File: config.mk
export PLATFORM = sky130hd
export DESIGN_NAME = scu_div
export DESIGN_NICKNAME = d
export VERILOG_FILES = /design/src/design/scu_pkg.sv /design/src/design/scu_div.sv
export SDC_FILE = /design/constraint.sdc
export NUM_CORES = 2
export LEC_CHECK = 0
export ABC_AREA = 1
export CORE_ASPECT_RATIO = 1.75
export CORE_MARGIN = 3
export CORE_UTILIZATION = 49
export CTS_CLUSTER_SIZE = 14
export DETAILED_ROUTE_END_ITERATION = 10
export DONT_BUFFER_PORTS = 1
export GPL_ROUTABILITY_DRIVEN = 0
export HOLD_SLACK_MARGIN = 0.05
export PLACE_DENSITY = 0.62
export SYNTH_ARGS = -nofsm -noshare
export SYNTH_HDL_FRONTEND = slang
export SYNTH_SLANG_ARGS = --single-unit
File: constraint.sdc
create_clock -name clk -period 11.3 [get_ports clk]
set_clock_uncertainty 0.1 [all_clocks]
set_input_delay 1.13 -clock clk [delete_from_list [all_inputs] [get_ports clk]]
set_output_delay 1.13 -clock clk [all_outputs]
set_load 0.02 [all_outputs]
File: src/design/scu_pkg.sv
package scu_pkg;

	localparam int ANGLE_W = 32;
	localparam int VALUE_W = 32;
	localparam int DEF_ANGLE_FRAC_BITS = 24;
	localparam int DEF_RESULT_FRAC_BITS = 30;

	localparam logic [31:0] TWO_OVER_PI_Q32 = 32'hA2F9836E;

	localparam logic signed [33:0] NUM_COEF [5] = '{
		34'sd3476183291, -34'sd1265384474, 34'sd112666382, -34'sd3544902, 34'sd37368
	};
	localparam logic [31:0] DEN_COEF [5] = '{
		32'd2213007015, 32'd104493882, 32'd2422553, 32'd33959, 32'd256
	};

	typedef struct packed {
		logic [32:0] numm;
		logic [31:0] den;
		logic        neg;
	} div_in_t;

endpackage

File: src/design/scu_div.sv
module scu_div #(
	parameter int QBITS = scu_pkg::DEF_RESULT_FRAC_BITS
) (
	input  logic                 clk,
	input  logic                 arst_n,
	input  logic                 in_valid,
	output logic                 in_ready,
	input  scu_pkg::div_in_t     in_data,
	output logic                 out_valid,
	input  logic                 out_ready,
	output logic [QBITS:0]       q,
	output logic                 big,
	output logic                 neg
);
	import scu_pkg::*;

	logic [QBITS:0]   vld_s;
	logic [QBITS+1:0] en;
	logic [31:0]      rem_s [QBITS+1];
	logic [31:0]      den_s [QBITS+1];
	logic [QBITS:0]   q_s [QBITS+1];
	logic             big_s [QBITS+1];
	logic             neg_s [QBITS+1];

	logic        q0;
	logic [32:0] rem0;

	assign en[QBITS+1] = out_ready;
	assign in_ready = en[0];

	always_comb begin
		q0 = in_data.numm >= {1'b0, in_data.den};
		rem0 = q0 ? in_data.numm - {1'b0, in_data.den} : in_data.numm;
	end

	// first stage: integer bit and overflow check
	assign en[0] = !vld_s[0] || en[1];

	always_ff @(posedge clk or negedge arst_n) begin
		if (!arst_n) begin
			vld_s[0] <= 1'b0;
		end else if (en[0]) begin
			vld_s[0] <= in_valid;
		end
	end

	always_ff @(posedge clk) begin
		if (en[0] && in_valid) begin
			rem_s[0] <= rem0[31:0];
			den_s[0] <= in_data.den;
			q_s[0] <= {{QBITS{1'b0}}, q0};
			big_s[0] <= in_data.numm >= {in_data.den, 1'b0};
			neg_s[0] <= in_data.neg;
		end
	end

	// one quotient bit per stage
	for (genvar k = 1; k <= QBITS; k++) begin : g_step
		logic [32:0] r2;
		logic        b;
		logic [32:0] rn;

		assign en[k] = !vld_s[k] || en[k+1];

		always_comb begin
			r2 = {rem_s[k-1], 1'b0};
			b = r2 >= {1'b0, den_s[k-1]};
			rn = b ? r2 - {1'b0, den_s[k-1]} : r2;
		end

		always_ff @(posedge clk or negedge arst_n) begin
			if (!arst_n) begin
				vld_s[k] <= 1'b0;
			end else if (en[k]) begin
				vld_s[k] <= vld_s[k-1];
			end
		end

		always_ff @(posedge clk) begin
			if (en[k] && vld_s[k-1]) begin
				rem_s[k] <= rn[31:0];
				den_s[k] <= den_s[k-1];
				q_s[k] <= {q_s[k-1][QBITS-1:0], b};
				big_s[k] <= big_s[k-1];
				neg_s[k] <= neg_s[k-1];
			end
		end
	end

	assign out_valid = vld_s[QBITS];
	assign q = q_s[QBITS];
	assign big = big_s[QBITS];
	assign neg = neg_s[QBITS];

endmodule

# Word-level counts from Yosys, hierarchy flattened
# Memories as Yosys holds them, arrays and structs flattened.
# Index checks and enable logic that the tools add are counted.
# totals
in_bits	70
mem_count	5
output_inout_bits	35
reg_bits	31
ramBits	3007
# mem_list
name	words	width	read_ports	rd_ports_with_merged_regs	wr	line	source
den_s	31	32	30	0	31	scu_div.sv:20	logic [31:0] den_s [QBITS+1];
rem_s	31	32	30	0	31	scu_div.sv:19	logic [31:0] rem_s [QBITS+1];
q_s	31	31	31	0	31	scu_div.sv:21	logic [QBITS:0] q_s [QBITS+1];
big_s	31	1	31	0	31	scu_div.sv:22	logic big_s [QBITS+1];
neg_s	31	1	31	0	31	scu_div.sv:23	logic neg_s [QBITS+1];
# op_classes
n_reduce_logical	93
order_cmp	32
add_sub_neg	31
muxes	93
# ops
operator	n
33-bit by 32-bit >= comparator with 1-bit output	31
32-bit 2-to-1 mux	31
32-bit subtractor	31
1-bit 2-to-1 mux	62
33-bit >= comparator	1
1-bit logical AND	31
1-bit logical NOT	31
1-bit logical OR	31

# Logic depth before layout (Yosys ltp)
# logic_depth
word_depth	35
ltp_mapped	24
mapped_depth_nobuf	24

# Least setup slack after synthesis
# Ideal clock, no wire load.
# synth_path
path_type	input -> register
start	in out_ready
end	mem big_s[2] (enable)
required_ns	10.681
t_arrival_ns	5.424
cell_stages	16
setup_slack_ns	5.257
cell_sequence	inv_1 nand4_2 nor2_4 nand4_4 nor2_4 nand4_4 nor2_4 nand4_4 nor2_4 nand4_4 nor2_4 nand4_4 nor2_4 nand4_4 nor2_4 a21oi_1
# synth_lines
item	line	source
from (decl)	scu_div.sv:10	input logic out_ready,
to (decl)	scu_div.sv:22	

# Worst setup path after layout
# layout_path
start	reg vld_s[30] (netlist: out_valid)
end	out in_ready
# layout_between
elab_chain_cells	32
# layout_rtl
item	line	source
from (decl)	scu_div.sv:17	logic [QBITS:0] vld_s;
from (signal, indexed assignment)	scu_div.sv:75	vld_s[k] <= vld_s[k-1];
1-bit logical NOT	scu_div.sv:63	assign en[k] = !vld_s[k] || en[k+1];
1-bit logical OR (30 in a row)	scu_div.sv:63	
1-bit logical OR	scu_div.sv:37	assign en[0] = !vld_s[0] || en[1];
to (decl)	scu_div.sv:7	output logic in_ready,
# Every way passes these cells.

==> impl_results.md <==
* Share of layout cells above drive strength 1 at 4.48%
* Root buffer cell: clkbuf_16
* # fillers at 23167
* FF+latch count, synth at 2509
* Core Util, Final at 53.6%
* Vias/cell at 5.58
* VDD IR max at 0.176 mV
* Initial DRT Pass Iterations at 8
* Unrepaired setup endpoints after global routing: false
* Ys async rst share at 1.24%
* Slew margin rel. at 12.9%
* Worst slew pin tran at 1.30 ns
* Status: completed
* Site Rows at 253
* Multi-input logic area at 51600 um^2
* Total grt overflow at 0
* Initial core utilization at 49.3%
* Final hold viol count at 0
* Delay-heaviest family, CP: simple AND/OR/NAND/NOR gates
* Drt initial violations at 4931
* CP endpoint kind: output port
* Netlist cell types at 60
* Die width at 401 um
* F_max at 192 MHz
* Pin count of the biggest net entering global routing at 75
* Vias at 92462
* Crit Path Class: register to output port
* First-pass GRT wire length at 557000 um
* Reg area at 75200 um^2
* H-tree levels at 4
* Die ar. at 280000 um^2
* Bufs on Longest Clock Path at 4
* I/O Buffers at 0
* WP data required at 10.07 ns
* CP endpoint: in_ready
* Max FO, Critical Path at 5
* Initial antenna violation count at 16
* Arrival time worst endpoint at 3.97 ns
* Mapped cell area at 134000 um^2
* Remaining antenna violation count at 0
* Worst setup path start: out_valid
* Hold WC Path Type: input port to register
* FF-to-FF End: rem_s[0][504]
* Startpoint Class: register
* R2R depth at 15
* Total track usage at 26.4%
* Max-Cap Viols at 0
* DP HPWL at 301000 um
* Clk sink count at 2509
* Synthesis-to-finish area growth at 8.83%
* CP bufs+invs at 0
* Die H at 697 um
* Crit-path max cell delay at 0.49 ns
* Drt drc at 0
* Power Density at 310 nW/um^2
* Mapped Cells at 12682
* R2r startpoint: den_s[0][450]
* Number of global-route vias before repair at 97459
* Minimum clock period after layout at 5.20 ns
* CTS clk-pin slew, worst paths at 0.07 ns
* CTS Buf Count at 240
* Final nets at 13910
* Top_reg_cell synth: edfxtp_1
* Postcts setup bufs at 0
* Fin Setup TNS at 0 ns
* I/O pin count at 105
* # setup viols final at 0
* Clock Latency Late Sink at 0.94 ns
* R2r setup slk at 6.19 ns
* CP max stage cell: dfrtp_1
* Yosys warnings at 0
* Crit share post-route at 46.0%
* Part of the Yosys area used for sequential elements at 56.2%
* Number of flops mapped to enable cells by yosys at 2478
* Crit path depth at 15
* Leakage at 59.6 nW
* Aggregate routed wire length at 374000 um
* Routed WL per cell at 22.6 um
* Core area at 272000 um^2
* Syn_area_per_cell at 10.6 um^2
* Critical-path cell list: nand4_2 -> nor2_4 -> nand4_4 -> nor2_4 -> nand4_4 -> nor2_4 -> nand4_4 -> nor2_4 -> nand4_4 -> nor2_4 -> nand4_4 -> nor2_4 -> nand4_4 -> nor2_4 -> nand4_4
* CTS tree: built
* Max Slew Vio Count at 0
* Syn Nets at 13805
per-stage QoR:
stage	cells	area [um^2]	hold WS [ns]	total power, mW	worst slack [ns]
2_1_floorplan	12682	134000	0.300	30.6	5.26
3_3_place_gp	16111	138000	0.300	36.3	5.79
3_5_place_dp	16113	138000	0.305	36.9	6.26
4_1_cts	16544	146000	0.105	45.1	5.93
5_1_grt	16557	146000	0.136	48.1	5.76
6_report	16562	146000	0.176	45.1	6.10
what timing repair did:
item | in CTS | in global routing
gates resized for setup | 0 | 0
endpoints found under the hold margin | 31 | 0
endpoints found under the setup margin | 0 | 0
hold buffers | 2 | 0
where the power goes:
group | leakage, nW | total, mW | internal [mW] | switching [mW]
sequential | 24.6 | 16.5 | 14.5 | 1.95
clock | 3.72 | 8.04 | 4.51 | 3.53
combinational | 31.2 | 20.6 | 7.33 | 13.3
cells in the final DEF, fill, tap and decap left out, drive strengths merged, types with 8 or more instances in the layout:
master and count:
buf 74, fa 30, nand3b 8, ha 1023, o2111ai 8, a31oi 36, clkbuf 305, a21oi 940
clkinv 89, a221o 14, nand4 72, clkinvlp 14, bufinv 23, o311ai 8, a311oi 23, inv 1635
nand3 252, edfxtp 2478, xnor2 582, o221ai 22, diode 18, o211ai 20, o21bai 44, a21boi 76
nand2 2535, a21o 87, a221oi 55, o21a 91, xor2 292, nor3 80, dfrtp 31, nor2 558
or2 19, nor4 73, o211a 12, o21ai 1341
layer usage:
| layer | track usage [%] | up-vias | routed length, um |
|---|---|---|---|
| met5 | 0 | - | 77 |
| met2 | 53.8 | 2665 | 212000 |
| met4 | 29.3 | 12 | 51200 |
| li1 | - | 44267 | - |
| met3 | 4.26 | 1582 | 14400 |
| met1 | 18.1 | 43936 | 96700 |
how the worst min path moves through the flow:
stage                     start            to  slack [ns]  cells after the start
floorplan              big_s[9]     big_s[10]        0.30                      0
global placement     q_s[5][66]    q_s[5][98]        0.30                      0
detailed placement    big_s[23]     big_s[24]        0.30                      0
CTS                 in_data[26]  den_s[0][25]        0.10                      0
global route        in_data[27]  den_s[0][26]        0.14                      0
finish              in_data[24]  den_s[0][23]        0.18                      0
cell families (layout without fill, tap and decap cells):
group	count (synthesis)	in the layout	synth area share, %
and+or+nand+nor	3602	3602	10.9
AOI/OAI and AO/OA	2795	2795	11.7
DFF	2509	2509	56.2
buffers and inverters	1849	2141	5.45
adders and majority gates	1053	1053	10.0
xor gates and xnor gates	874	874	5.72
other	0	18	0
synth_stat cells (18+ instances only):
| cell | count | share of area, % |
|---|---|---|
| a21oi_1 | 933 | 3.5 |
| o21ai_2 | 29 | 0.19 |
| a311oi_1 | 23 | 0.15 |
| a221oi_1 | 55 | 0.36 |
| nor2_1 | 551 | 1.5 |
| xnor2_1 | 582 | 3.8 |
| ha_1 | 1023 | 9.6 |
| nor3_1 | 80 | 0.30 |
| clkbuf_1 | 40 | 0.11 |
| nand2_1 | 2529 | 7.1 |
| o221ai_1 | 21 | 0.14 |
| o21ai_1 | 108 | 0.40 |
| dfrtp_1 | 31 | 0.58 |
| a21boi_0 | 18 | 0.10 |
| edfxtp_1 | 2478 | 56 |
| a21boi_1 | 49 | 0.27 |
| buf_2 | 118 | 0.44 |
| inv_1 | 1617 | 4.5 |
| buf_4 | 43 | 0.24 |
| xor2_1 | 292 | 1.9 |
| o21ai_0 | 1204 | 4.5 |
| o21a_1 | 91 | 0.51 |
| nor4_1 | 73 | 0.34 |
| a31oi_1 | 36 | 0.17 |
| a21o_1 | 87 | 0.49 |
| nand4_1 | 64 | 0.30 |
| fa_1 | 30 | 0.45 |
| nand3_1 | 251 | 0.94 |
| o21bai_1 | 38 | 0.21 |
final cells by class:
class	count	share of cell area, %
clock buffers	305	4.40
inverters	1637	4.23
clock inverters	124	0.857
repair buffers	75	0.399
diodes	18	0.0309
well taps	3570	3.07
multi-input cells	8324	35.4
flip-flops and latches	2509	51.6
state kept, by name, summed over array words and instances (netlist names):
name       count
den_s        960
rem_s        960
q_s          496
vld_s         30
big_s         31
neg_s         31
out_valid      1
Note: power is estimated with default switching activity, not from simulation.
